## src/hw/rtl/hcbd_pkg.sv

```systemverilog
package hcbd_pkg;

  // body_mode register values (three is handled like until-close)
  localparam logic [1:0] MODE_CLOSE   = 2'd0;
  localparam logic [1:0] MODE_FIXED   = 2'd1;
  localparam logic [1:0] MODE_CHUNKED = 2'd2;

  // configuration register indexes
  localparam logic CFG_BODY_MODE      = 1'b0;
  localparam logic CFG_CONTENT_LENGTH = 1'b1;

  // result status codes
  localparam logic [2:0] ST_PAYLOAD = 3'd0;
  localparam logic [2:0] ST_END     = 3'd1;
  localparam logic [2:0] ST_BAD_HDR = 3'd2;
  localparam logic [2:0] ST_BAD_FT  = 3'd3;
  localparam logic [2:0] ST_BAD_TR  = 3'd4;

  localparam logic [7:0] CH_CR    = 8'h0D;
  localparam logic [7:0] CH_LF    = 8'h0A;
  localparam logic [7:0] CH_0     = 8'h30;
  localparam logic [7:0] CH_9     = 8'h39;
  localparam logic [7:0] CH_UPR_A = 8'h41;
  localparam logic [7:0] CH_UPR_F = 8'h46;
  localparam logic [7:0] CH_LWR_A = 8'h61;
  localparam logic [7:0] CH_LWR_F = 8'h66;

  typedef struct packed {
    logic       valid;
    logic [7:0] payload_byte;
    logic [2:0] status;
    logic       body_last;
  } result_t;

  typedef struct packed {
    logic       valid;
    logic [3:0] value;
  } hex_t;

  function automatic hex_t hex_digit(input logic [7:0] c);
    hex_t h;
    logic [7:0] t;
    h = '0;
    t = '0;
    if (c >= CH_0 && c <= CH_9) begin
      t = c - CH_0;
      h.valid = 1'b1;
    end else if (c >= CH_UPR_A && c <= CH_UPR_F) begin
      t = c - CH_UPR_A + 8'd10;
      h.valid = 1'b1;
    end else if (c >= CH_LWR_A && c <= CH_LWR_F) begin
      t = c - CH_LWR_A + 8'd10;
      h.valid = 1'b1;
    end
    h.value = t[3:0];
    return h;
  endfunction

endpackage

```

## src/hw/rtl/hcbd_core.sv

```systemverilog
module hcbd_core #(
  parameter int SIZE_BITS = 32
) (
  input  logic                 clk,
  input  logic                 rst_n,
  input  logic                 restart,
  input  logic [1:0]           body_mode,
  input  logic [31:0]          content_length,
  input  logic                 byte_fire,
  input  logic [7:0]           stream_byte,
  output hcbd_pkg::result_t    res
);

  // counter also holds the fixed content length, so never narrower than 32
  localparam int CNT_W = (SIZE_BITS > 32) ? SIZE_BITS : 32;

  typedef enum logic [3:0] {
    PH_START     = 4'd0,
    PH_EXT       = 4'd1,
    PH_HDR_LF    = 4'd2,
    PH_DATA      = 4'd3,
    PH_FOOT_CR   = 4'd4,
    PH_FOOT_LF   = 4'd5,
    PH_TR_START  = 4'd6,
    PH_TR_LINE   = 4'd7,
    PH_TR_LF     = 4'd8,
    PH_TR_END_LF = 4'd9,
    PH_DONE      = 4'd10,
    PH_ERR_HDR   = 4'd11,
    PH_ERR_FOOT  = 4'd12,
    PH_ERR_TR    = 4'd13,
    PH_FIXED     = 4'd14
  } phase_t;

  phase_t           phase_r, phase_nxt;
  logic [CNT_W-1:0] cnt_r, cnt_nxt;
  logic             ovf_r, ovf_nxt;

  hcbd_pkg::hex_t   hex;
  logic [CNT_W-1:0] cnt_dec;
  logic [CNT_W-1:0] fix_src;
  logic [CNT_W-1:0] fix_dec;
  logic             is_cr;
  logic             is_lf;

  assign hex     = hcbd_pkg::hex_digit(stream_byte);
  assign cnt_dec = cnt_r - CNT_W'(1);
  assign fix_src = (phase_r == PH_FIXED) ? cnt_r : CNT_W'(content_length);
  assign fix_dec = fix_src - CNT_W'(1);
  assign is_cr   = (stream_byte == hcbd_pkg::CH_CR);
  assign is_lf   = (stream_byte == hcbd_pkg::CH_LF);

  always_comb begin
    phase_nxt = phase_r;
    cnt_nxt   = cnt_r;
    ovf_nxt   = ovf_r;
    res       = '0;
    if (body_mode == hcbd_pkg::MODE_FIXED) begin
      if (phase_r != PH_DONE) begin
        if (phase_r != PH_FIXED && content_length == 32'd0) begin
          phase_nxt     = PH_DONE;
          cnt_nxt       = '0;
          res.valid     = 1'b1;
          res.status    = hcbd_pkg::ST_END;
          res.body_last = 1'b1;
        end else begin
          cnt_nxt          = fix_dec;
          phase_nxt        = (fix_dec == '0) ? PH_DONE : PH_FIXED;
          res.valid        = 1'b1;
          res.payload_byte = stream_byte;
          res.status       = hcbd_pkg::ST_PAYLOAD;
          res.body_last    = (fix_dec == '0);
        end
      end
    end else if (body_mode == hcbd_pkg::MODE_CHUNKED) begin
      unique case (phase_r)
        PH_START: begin
          if (hex.valid) begin
            if (cnt_r[SIZE_BITS-1:SIZE_BITS-4] != 4'd0) ovf_nxt = 1'b1;
            cnt_nxt = CNT_W'({cnt_r[SIZE_BITS-5:0], hex.value});
          end else begin
            phase_nxt = is_cr ? PH_HDR_LF : PH_EXT;
          end
        end
        PH_EXT: begin
          if (is_cr) phase_nxt = PH_HDR_LF;
        end
        PH_HDR_LF: begin
          if (!is_lf || ovf_r) begin
            phase_nxt     = PH_ERR_HDR;
            res.valid     = 1'b1;
            res.status    = hcbd_pkg::ST_BAD_HDR;
            res.body_last = 1'b1;
          end else begin
            phase_nxt = (cnt_r == '0) ? PH_TR_START : PH_DATA;
          end
        end
        PH_DATA: begin
          cnt_nxt          = cnt_dec;
          if (cnt_dec == '0) phase_nxt = PH_FOOT_CR;
          res.valid        = 1'b1;
          res.payload_byte = stream_byte;
          res.status       = hcbd_pkg::ST_PAYLOAD;
        end
        PH_FOOT_CR: begin
          if (!is_cr) begin
            phase_nxt     = PH_ERR_FOOT;
            res.valid     = 1'b1;
            res.status    = hcbd_pkg::ST_BAD_FT;
            res.body_last = 1'b1;
          end else begin
            phase_nxt = PH_FOOT_LF;
          end
        end
        PH_FOOT_LF: begin
          if (!is_lf) begin
            phase_nxt     = PH_ERR_FOOT;
            res.valid     = 1'b1;
            res.status    = hcbd_pkg::ST_BAD_FT;
            res.body_last = 1'b1;
          end else begin
            phase_nxt = PH_START;
            cnt_nxt   = '0;
            ovf_nxt   = 1'b0;
          end
        end
        PH_TR_START: phase_nxt = is_cr ? PH_TR_END_LF : PH_TR_LINE;
        PH_TR_LINE: begin
          if (is_cr) phase_nxt = PH_TR_LF;
        end
        PH_TR_LF: begin
          if (!is_lf) begin
            phase_nxt     = PH_ERR_TR;
            res.valid     = 1'b1;
            res.status    = hcbd_pkg::ST_BAD_TR;
            res.body_last = 1'b1;
          end else begin
            phase_nxt = PH_TR_START;
          end
        end
        PH_TR_END_LF: begin
          res.valid     = 1'b1;
          res.body_last = 1'b1;
          if (!is_lf) begin
            phase_nxt  = PH_ERR_TR;
            res.status = hcbd_pkg::ST_BAD_TR;
          end else begin
            phase_nxt  = PH_DONE;
            res.status = hcbd_pkg::ST_END;
          end
        end
        // sticky errors repeat their code without body_last
        PH_ERR_HDR: begin
          res.valid  = 1'b1;
          res.status = hcbd_pkg::ST_BAD_HDR;
        end
        PH_ERR_FOOT: begin
          res.valid  = 1'b1;
          res.status = hcbd_pkg::ST_BAD_FT;
        end
        PH_ERR_TR: begin
          res.valid  = 1'b1;
          res.status = hcbd_pkg::ST_BAD_TR;
        end
        default: begin
        end
      endcase
    end else begin
      res.valid        = 1'b1;
      res.payload_byte = stream_byte;
      res.status       = hcbd_pkg::ST_PAYLOAD;
    end
  end

  always_ff @(posedge clk) begin
    if (!rst_n || restart) begin
      phase_r <= PH_START;
      cnt_r   <= '0;
      ovf_r   <= 1'b0;
    end else if (byte_fire) begin
      phase_r <= phase_nxt;
      cnt_r   <= cnt_nxt;
      ovf_r   <= ovf_nxt;
    end
  end

endmodule

```

## src/hw/rtl/http_chunked_body_decoder_top.sv

```systemverilog
// HTTP/1.1 reply body decoder: takes one body byte per request and returns at most one
// result per byte (payload byte, body end or a sticky framing error). The parse state
// and chunk counter register on each accepted byte, and results land in one output register,
// so a byte is accepted every cycle while out_ready is high or the output register is
// empty; in_ready follows out_ready combinationally. A write to either configuration
// register restarts the body and is meant to be issued only while the block is idle.
// SIZE_BITS sets how many bits of chunk size are kept before a size overflow is flagged.
module http_chunked_body_decoder_top #(
  parameter int SIZE_BITS = 32
) (
  input  logic        clk,
  input  logic        rst_n,
  input  logic        cfg_we,
  input  logic        cfg_index,
  input  logic [31:0] cfg_data,
  input  logic        in_valid,
  output logic        in_ready,
  input  logic [7:0]  in_stream_byte,
  output logic        out_valid,
  input  logic        out_ready,
  output logic [7:0]  out_payload_byte,
  output logic [2:0]  out_status,
  output logic        out_body_last
);

  logic [1:0]  body_mode_r;
  logic [31:0] content_length_r;

  logic        out_valid_r;
  logic [7:0]  out_payload_byte_r;
  logic [2:0]  out_status_r;
  logic        out_body_last_r;

  logic              byte_fire;
  hcbd_pkg::result_t res;

  assign in_ready  = !out_valid_r || out_ready;
  assign byte_fire = in_valid && in_ready;

  always_ff @(posedge clk) begin
    if (!rst_n) begin
      body_mode_r      <= hcbd_pkg::MODE_CLOSE;
      content_length_r <= '0;
    end else if (cfg_we) begin
      unique case (cfg_index)
        hcbd_pkg::CFG_BODY_MODE:      body_mode_r      <= cfg_data[1:0];
        hcbd_pkg::CFG_CONTENT_LENGTH: content_length_r <= cfg_data;
        default: begin
        end
      endcase
    end
  end

  hcbd_core #(
    .SIZE_BITS (SIZE_BITS)
  ) u_core (
    .clk            (clk),
    .rst_n          (rst_n),
    .restart        (cfg_we),
    .body_mode      (body_mode_r),
    .content_length (content_length_r),
    .byte_fire      (byte_fire),
    .stream_byte    (in_stream_byte),
    .res            (res)
  );

  always_ff @(posedge clk) begin
    if (!rst_n) begin
      out_valid_r <= 1'b0;
    end else if (byte_fire && res.valid) begin
      out_valid_r <= 1'b1;
    end else if (out_ready) begin
      out_valid_r <= 1'b0;
    end
  end

  always_ff @(posedge clk) begin
    if (byte_fire && res.valid) begin
      out_payload_byte_r <= res.payload_byte;
      out_status_r       <= res.status;
      out_body_last_r    <= res.body_last;
    end
  end

  assign out_valid        = out_valid_r;
  assign out_payload_byte = out_payload_byte_r;
  assign out_status       = out_status_r;
  assign out_body_last    = out_body_last_r;

endmodule
```

## config.mk

```make
export PLATFORM = sky130hd
export DESIGN_NAME = http_chunked_body_decoder_top
export DESIGN_NICKNAME = d
export VERILOG_FILES = /design/src/hw/rtl/hcbd_pkg.sv /design/src/hw/rtl/hcbd_core.sv /design/src/hw/rtl/http_chunked_body_decoder_top.sv
export SDC_FILE = /design/constraint.sdc
export NUM_CORES = 1
export LEC_CHECK = 0
export ABC_AREA = 1
export BUFFER_PORTS_ARGS = -buffer_cell sky130_fd_sc_hd__buf_4
export CORE_MARGIN = 4
export CORE_UTILIZATION = 40
export CTS_BUF_LIST = sky130_fd_sc_hd__clkbuf_8
export CTS_CLUSTER_DIAMETER = 150
export DETAILED_ROUTE_END_ITERATION = 16
export MAX_ROUTING_LAYER = met4
export REMOVE_ABC_BUFFERS = 1
export SLEW_MARGIN = 20
export SYNTH_ARGS = -nofsm -noshare
export SYNTH_HDL_FRONTEND = slang
export SYNTH_SLANG_ARGS = --single-unit
```

## constraint.sdc

```tcl
create_clock -name clk -period 3.6 [get_ports clk]
set_clock_uncertainty 0.15 [all_clocks]
set_input_delay 0.72 -clock clk [delete_from_list [all_inputs] [get_ports clk]]
set_output_delay 0.72 -clock clk [all_outputs]
set_load 0.02 [all_outputs]
```

==> results.toml, run 1 <==
[status]
status = "completed"

[clock_tree]
cts_num_sinks = 84
cts-root-buf = "clkbuf_8"
clk_transition_reported_paths_ns = 0.10
cts_max_level = 3
clk_latency_ns = 0.39
cts_tree = "built"
cts_buffer_depth = 2
post_cts_buffers = 0
cts.hold.buffers_added = 0
cts_made_buffers = 9
cts-resized-gates = 0

[drt]
wirelength_um = 27000
drc = 0
dr.pass1.iters = 5
num_vias = 8386
wl_per_cell_um = 17.33
drt_iter0_drc = 887
ant_nets = 0
via_per_inst = 5.383

[floorplan]
fp.dieH_um = 142.3
die_w_um = 142.3
fp.dieArea_mm2 = 0.02024
fp-row-count = 48
core_area_mm2 = 0.01748
start_util = 0.4126
io_pins = 60

[synthesis]
synth_flop_cell = "dfxtp_1"
yosys.area_share.simple = 0.4328
yosys-top-cells-count = "nand2_1 (402), nor2_1 (185), inv_1 (135)"
synth.area.mux_share = 0
synth-seq-area-share = 0.2499
yosysMostFrequentCell = "nand2_1"
synth_warnings = 0
ys_seq_elements = 84
syn_area_mm2 = 0.007211
yosys.area.top_type = "nand2_1"
synth-compound-area-share = 0.1812
synth.avg_cell_area_um2 = 5.673
synth_top_family_by_area = "simple AND/OR/NAND/NOR gates"
ys_types = 42
synthXorXnorAreaFrac = 0.01093
async_flop_share = 0
synth_area_leaders = "nand2_1 (21%), dfxtp_1 (20%), nor2_1 (9.6%)"
synthCells = 1271
synth_top_area_frac = 0.2093
synth_fa_ha_area_frac = 0.02082
synth-edff-count = 12

[pwr]
finalPower_uw = 2587
p_leak_uw = 0.004044
power.density_mw_per_mm2 = 319.0
ir_worst_vdd_mv = 0.1740

[sta]
setup_ws_ns = 0.3720
period_minus_slack_ns = 3.228
fmax_ghz = 0.3098
rsz0062_at_grt = "false"
setup_viol = 0
tns_ns = 0
relSlewSlack = 0.5720
report.final.slew_viol_count = 0
worstMarginPinSlew_ns = 0.6397
min_period_over_period = 0.8967
hold_viol = 0

[critical_path]
worst_ep_arrival_time_ns = 3.34
path_max_fanout = 38
critical_path.endpoint_type = "flip-flop"
startpoint_type = "flip-flop"
critPathKind = "flip-flop to flip-flop"
required_ns = 3.71

[grt]
grt_pass1_wl_um = 42230
overflow = 0
antenna_found_initial = 0
grt.met3_usage = 0.04940
use_met1 = 0.4082
grt_max_degree = 58
grt_use_met2 = 0.3769
grt_util_all_layers = 0.2743
grt.busiest_layer = "met1"
grt_pass1_vias = 7615

[finish]
area_delta_synth_final_pct = 12.46
final_util = 0.4640
fillers = 1945
n_antenna_cell = 0
fin_nets = 1386
ff_latch_area_mm2 = 0.001802
drive_gt1_frac = 0.1208
multi_input_area_mm2 = 0.004664
final_cells = 1558

[run]
maxCapViolCount = 0

[min_path]
hp-class = "flip-flop to flip-flop"

[placed_design]
dp_hpwl_um = 21710
place_inst = 1542
gp_congestion = 1.031
pre_cts_slack_ns = 0.4343
numPortBuffers = 59
==> metal layers <==
| metal | wire, µm | part of all wire |
|---|---|---|
| met4 | 601 | 0.022 |
| met5 | 0 | 0 |
| met1 | 13170 | 0.49 |
| met3 | 2418 | 0.090 |
| met2 | 10810 | 0.40 |
==> layout by cell type (no fill, tap or decap), types with 7 or more instances in the layout <==
| cell type | count |
|---|---|
| nand3_1 | 59 |
| o21ai_1 | 7 |
| nor4_1 | 8 |
| nand2_1 | 401 |
| a21oi_1 | 91 |
| nor2_1 | 184 |
| clkbuf_8 | 9 |
| nor3_1 | 18 |
| nand4_1 | 17 |
| dfxtp_1 | 72 |
| nor2_2 | 13 |
| buf_4 | 83 |
| inv_1 | 136 |
| o21ai_0 | 118 |
| nand2_2 | 24 |
| ha_1 | 12 |
| edfxtp_1 | 12 |
==> power breakdown <==
part	total, µW	switching (µW)	internal [µW]
combinational	902	607	294
sequential	1030	32.0	998
clock	655	408	247
total	2590	1050	1540
==> through the flow <==
| stage | hold slack (ns) | cell area (µm²) |
|---|---|---|
| after floorplan | 0.2816 | 6987 |
| after global placement | 0.3004 | 7940 |
| after detailed placement | 0.2966 | 7940 |
| after CTS | 0.3109 | 8109 |
| after global routing | 0.3441 | 8109 |
| final | 0.3097 | 8109 |
==> flip-flops by register name (all words and copies together) (netlist names) <==
register / flops
out_status: 3
body_mode_r: 2
u_core.phase_r: 4
u_core.cnt_r: 32
u_core.ovf_r: 1
content_length_r: 32
out_body_last: 1
out_valid: 1
out_payload_byte: 8
==> layout make-up <==
cell class,count,area share
multi-input cells,1007,0.5752
flip-flops and latches,84,0.2222
repair buffers,85,0.08178
inverters,141,0.06527
well taps,225,0.03472
clock buffers,9,0.01528
clock inverters,7,0.005555
==> cell families after synthesis <==
kind of cell,Yosys count
xor+xnor,9
flops,84
simple gates,740
compound gates,246
fa+ha+maj,12
buf+inv,180
==> critical path: stages, from the launching register on <==
cell and delay (ns):
dfxtp_1 0.57, nand2_4 0.12, nor2_4 0.12, buf_12 0.22
nand2_1 0.09, nand2_2 0.12, ha_1 0.25, nand3_2 0.18
inv_2 0.12, nand2_1 0.09, nor2_2 0.17, nand2_1 0.06
nand2_1 0.16, nand2_1 0.07, nor2_1 0.09, nand2_1 0.07
nor2_1 0.09, nand3_1 0.15, nand2_1 0.09, nand2_1 0.05
nand2_1 0.05
==> path summary, 6_finish.rpt <==
check | startpoint | cells after the start | to | slack (ns)
setup / recovery | u_core.phase_r[1] | 20 | out_body_last | 0.37
hold / removal | u_core.ovf_r | 2 | u_core.ovf_r | 0.31
setup reg to reg | u_core.phase_r[1] | 20 | out_body_last | 0.37
hold reg to reg | u_core.ovf_r | 2 | u_core.ovf_r | 0.31
No activity file was read; power rests on OpenSTA's default activity.
==> inputs of run 2 (changes only) <==
CORE_UTILIZATION = 63   (was 40)
PLACE_DENSITY = 0.83   (was unset)
==> run 2 against run 1 <==
Net effect: register-to-register slack got worse by 0.13 ns; worst hold slack improved by 0.019 ns; sequential share of layout area rose by 0.35 points; cell area fell by 1.5%; combinational power fell by 1%; final cell count fell by 6.0%; clock power rose by 16%; non-clock buffer count fell by 7; worst setup slack got worse by 0.13 ns; sequential cell count did not move.
==> results.toml, run 2 (synthesis results as in run 1) <==
[drt]
drt_iter0_drc = 1401
drc = 0
via_per_inst = 5.915
dr.pass1.iters = 8
wl_per_cell_um = 16.46
wirelength_um = 24100
ant_nets = 0
num_vias = 8660

[pwr]
p_sw_frac = 0.3707
p_switching_uw = 992.8
seqPwrFrac = 0.384
clockPowerShare = 0.283
ir_worst_vdd_mv = 0.2886
finalPower_uw = 2678
p_leak_uw = 0.004034
power.density_mw_per_mm2 = 335.5
internal_power_uw = 1685
combPwrFrac = 0.332

[floorplan]
io_pins = 60
core_area_mm2 = 0.01103
fp.dieH_um = 115.0
fp.dieArea_mm2 = 0.01322
fp-row-count = 38
start_util = 0.6537
die_w_um = 115.0

[placed_design]
dp_hpwl_um = 18970
place_inst = 1450
gp_congestion = 1.070
numPortBuffers = 59

[critical_path]
path_cells = "nand2_4, inv_1, nand2_2, nand2_1, nand2_2, ha_1, nand3_2, inv_2, nand2_1, nor2_2, nand2_1, nand2_1, nand2_1, nor2_1, nand2_1, nor2_1, nand3_1, nand2_1, nand2_1, nand2_1"
worst_ep_arrival_time_ns = 3.47
path_max_fanout = 29
path_common_cell = "nand2_1"
critPathKind = "flip-flop to flip-flop"
required_ns = 3.71
critPathMaxStageDelay_ns = 0.42
slowest_stage = "nand2_2"
startpoint_type = "flip-flop"
critical_path.endpoint_type = "flip-flop"

[clock_tree]
cts_buffer_depth = 2
cts-root-buf = "clkbuf_8"
cts_tree = "built"
cts_num_sinks = 84
clk_transition_reported_paths_ns = 0.09
cts_made_buffers = 9
post_cts_buffers = 0
cts-resized-gates = 0
cts.hold.buffers_added = 0
cts_max_level = 3
clk_latency_ns = 0.38

[grt]
grt_pass1_vias = 7726
antenna_found_initial = 0
overflow = 0
grt_util_all_layers = 0.3793
grt_max_degree = 51
grt_pass1_wl_um = 38460

[finish]
drive_gt1_frac = 0.1133
n_antenna_cell = 0
layout_common_cells = "nand2_1 (402), nor2_1 (184), inv_1 (137), o21ai_0 (118), a21oi_1 (91)"
multi_input_area_mm2 = 0.004662
fin_nets = 1379
ff_latch_area_mm2 = 0.001802
final_cells = 1464
layout_commonest_cell = "nand2_1"
fillers = 1042
area_delta_synth_final_pct = 10.72
final_util = 0.7238

[run]
maxCapViolCount = 0

[sta]
setup_viol = 0
report.final.slew_viol_count = 0
rsz0062_at_grt = "false"
relSlewSlack = 0.5431
min_period_over_period = 0.9332
period_minus_slack_ns = 3.360
fmax_ghz = 0.2977
hold_ws_ns = 0.3291
worstMarginPinSlew_ns = 0.6846
hold_viol = 0

[status]
status = "completed"

[min_path]
hp-class = "flip-flop to flip-flop"
-- run 2: cell count changes in the layout (fill, tap and decap cells not counted), sizes merged --
| cell | before | now |
|---|---|---|
| buf | 85 | 78 |
| bufinv | 0 | 2 |
| clkbuf | 9 | 10 |
| clkinv | 4 | 1 |
| clkinvlp | 3 | 0 |
| inv | 141 | 142 |
-- run 2: final timing paths --
check	start	endpoint	slack, ns	cells past startpoint
max	u_core.phase_r[3]	out_body_last	0.24	20
max reg2reg	u_core.phase_r[3]	out_body_last	0.24	20
min	content_length_r[2]	content_length_r[2]	0.33	2
min reg2reg	content_length_r[2]	content_length_r[2]	0.33	2
-- run 2: power groups by stage --
stage | clock (µW) | combinational [µW] | sequential [µW]
after global routing | 801 | 986 | 1030
after floorplan | 0 | 588 | 1060
after global placement | 0 | 854 | 1050
final | 759 | 890 | 1030
after detailed placement | 0 | 863 | 1050
after CTS | 755 | 869 | 1030
-- run 2: worst max-delay path: cells and delay by family, from the launching register on --
kind / cells / cell delay, ns
DFF: 1 / 0.37
adders and majority gates: 1 / 0.28
buffers and inverters: 2 / 0.18
and+or+nand+nor: 17 / 2.24
-- run 2: layer usage --
metal / wire (µm) / track usage
met1: 9914 / 0.5087
met4: 1058 / 0.1792
met5: 0 / -
met3: 2957 / 0.06684
met2: 10170 / 0.5529
-- run 2: layout make-up --
| cell class | instances | share of cell area |
|---|---|---|
| multi-input combinational | 1007 | 0.5839 |
| sequential | 84 | 0.2257 |
| timing repair buffer | 78 | 0.07648 |
| inverter | 141 | 0.06629 |
| tap | 140 | 0.02194 |
| clock buffer | 10 | 0.01724 |
| clock inverter | 4 | 0.008463 |
-- run 2: through the flow --
stage	TNS, ns	area (µm²)	worst slack, ns
after detailed placement	0	7779	0.3466
after global placement	0	7779	0.4059
after CTS	0	7984	0.3254
after floorplan	-21.53	6987	-0.7971
after global routing	0	7984	0.006865
final	0	7984	0.2405
==> inputs of run 3 (changes only) <==
ABC_AREA = 0   (was 1)
PLACE_DENSITY = 0.84   (was 0.83)
==> run 3 against run 2 <==
Net effect: worst setup slack worse by 0.29 ns; sequential cell count unchanged; wire length down 3.0%; critical path depth decreased by 6; total power decreased by 13%; sequential power is essentially flat; combinational power fell by 23%; fmax fell by 7.9%; the run now ends with negative setup slack left; highest routed layer unchanged; clock power is 16% lower; global-route usage is 0.68 points lower.
==> results.toml, run 3 <==
[grt]
grt_pass1_vias = 7185
antenna_found_initial = 0
grt_util_all_layers = 0.3725
overflow = 0
grt_pass1_wl_um = 37030
grt_max_degree = 38

[sta]
relSlewSlack = 0.4664
setup_viol = 1
rsz0062_at_grt = "true"
hold_ws_ns = 0.3487
period_minus_slack_ns = 3.648
hold_viol = 0
min_period_over_period = 1.013
worstMarginPinSlew_ns = 0.7967
setup_ws_ns = -0.04797
fmax_ghz = 0.2741
report.final.slew_viol_count = 0

[critical_path]
slowest_stage = "or3b_2"
path_cells = "nand4b_1, buf_4, nor2_2, a21oi_2, ha_4, or3b_2, or3_1, xor2_2, a32o_1, nand2_1, nor4_1, nand4_1, o21ai_2, and2_1"
path_max_fanout = 5
worst_ep_arrival_time_ns = 3.75
startpoint_type = "flip-flop"
critPathMaxStageDelay_ns = 0.48
crit_start = "u_core.phase_r[0]"
reg2reg_from = "u_core.phase_r[0]"
critPathKind = "flip-flop to flip-flop"
required_ns = 3.70
critical_path.endpoint_type = "flip-flop"

[min_path]
min_from = "content_length_r[21]"
hp-class = "flip-flop to flip-flop"

[clock_tree]
cts_made_buffers = 9
cts_tree = "built"
clk_transition_reported_paths_ns = 0.09
cts_buffer_depth = 2
cts_num_sinks = 84
cts-root-buf = "clkbuf_8"
clk_latency_ns = 0.38
cts_max_level = 3

[synthesis]
yosys.area.top_type = "dfxtp_1"
synth_warnings = 0
ys_seq_elements = 84
synthCells = 912
synth-edff-count = 12
syn_area_mm2 = 0.006798
yosys-top-cells-count = "nand2_1 (128), nor2_1 (92), dfxtp_1 (72)"
synth_top_area_frac = 0.2120
synth.avg_cell_area_um2 = 7.454
yosysMostFrequentCell = "nand2_1"
synth_flop_cell = "dfxtp_1"
synth_area_leaders = "dfxtp_1 (21%), nand2_1 (7.1%), edfxtp_1 (5.3%)"
synth-seq-area-share = 0.2650
ys_types = 75
async_flop_share = 0

[placed_design]
numPortBuffers = 59
gp_congestion = 1.071
dp_hpwl_um = 16420
dpl_cell_area_mm2 = 0.007716

[finish]
area_delta_synth_final_pct = 18.55
layout_common_cells = "buf_4 (144), nand2_1 (128), nor2_1 (91), dfxtp_1 (70), a21oi_1 (38)"
n_antenna_cell = 0
final_util = 0.7737
layout_commonest_cell = "buf_4"
drive_gt1_frac = 0.2121
fin_nets = 1048
fin_area_mm2 = 0.008059

[floorplan]
start_util = 0.6526
fp-row-count = 37
core_area_mm2 = 0.01042
fp.dieH_um = 111.9
io_pins = 60
fp.dieArea_mm2 = 0.01252
die_w_um = 111.9

[status]
status = "finished with violations"
violations = "negative setup slack"

[drt]
drc = 0
num_vias = 7679
ant_nets = 0
drt_iter0_drc = 1169
wl_per_cell_um = 20.66
via_per_inst = 6.790
dr.pass1.iters = 6
wirelength_um = 23370

[pwr]
ir_worst_vdd_mv = 0.2492
power.density_mw_per_mm2 = 289.9
p_leak_uw = 0.003080

[run]
maxCapViolCount = 0
==> run 3: power breakdown <==
group          leakage (µW)  total, µW  internal (µW)  switching [µW]
Sequential         0.000704       1020            984            31.8
Clock             0.0000973        639            263             375
Combinational       0.00228        682            297             385
==> run 3: cells by family (layout without fill, tap and decap cells) <==
family,after synthesis,after routing,share of synthesized area
AO/OA/AOI/OAI,244,244,0.2492
XOR/XNOR,58,58,0.07473
adder cells (fa/ha/maj),12,12,0.02209
buffers and inverters,92,175,0.05448
flip-flops,84,84,0.2650
multiplexers,28,28,0.04197
AND/OR/NAND/NOR,394,394,0.2925
==> run 3: cell type report <==
class,count,area [µm²]
Multi-Input combinational cell,736,4780
Fill cell,774,2357
Sequential cell,84,1804
Timing Repair Buffer,144,1081
Tap cell,136,170.2
Clock buffer,10,137.6
Inverter,15,56.30
Clock inverter,6,30.03
==> run 3: critical path, delay by kind of cell (launching register included) <==
kind	cells	cell delay, ns
compound gates	3	0.60
fa+ha+maj	1	0.19
xor+xnor	1	0.18
flops	1	0.34
simple gates	8	1.86
buf+inv	1	0.19
==> run 3: path summary, 6_finish.rpt <==
kind / endpoint / slack, ns / cells past startpoint
worst max-delay path: out_body_last / -0.05 / 14
worst min-delay path: content_length_r[21] / 0.35 / 2
worst max register to register: out_body_last / -0.05 / 14
worst min register to register: content_length_r[21] / 0.35 / 2
==> run 3: what timing repair did <==
item                       4_1_cts  5_1_grt
setup buffers                    2        2
resized for setup                3       33
hold buffers                     0        0
pin swaps                        0       17
setup endpoints to repair        2       12
==> run 3: through the flow <==
step	setup TNS, ns	worst slack (ns)	std cells	total power [µW]
floorplan	-42.32	-1.453	835	1408
global placement	0	0.03106	1111	1658
detailed placement	-0.1602	-0.1141	1111	1673
CTS	0	0.001424	1129	2292
global route	-0.1538	-0.1202	1131	2436
finish	-0.04797	-0.04797	1131	2337
==> run 3: per-layer routing <==
metal / part of all wire / routed length, µm / track usage / vias to the layer above
li1: - / - / - / 3469
met1: 0.40 / 9279 / 0.4781 / 3515
met2: 0.44 / 10310 / 0.5600 / 574
met3: 0.11 / 2649 / 0.07283 / 121
met4: 0.048 / 1132 / 0.1841 / 0
met5: 0 / 0 / - / -
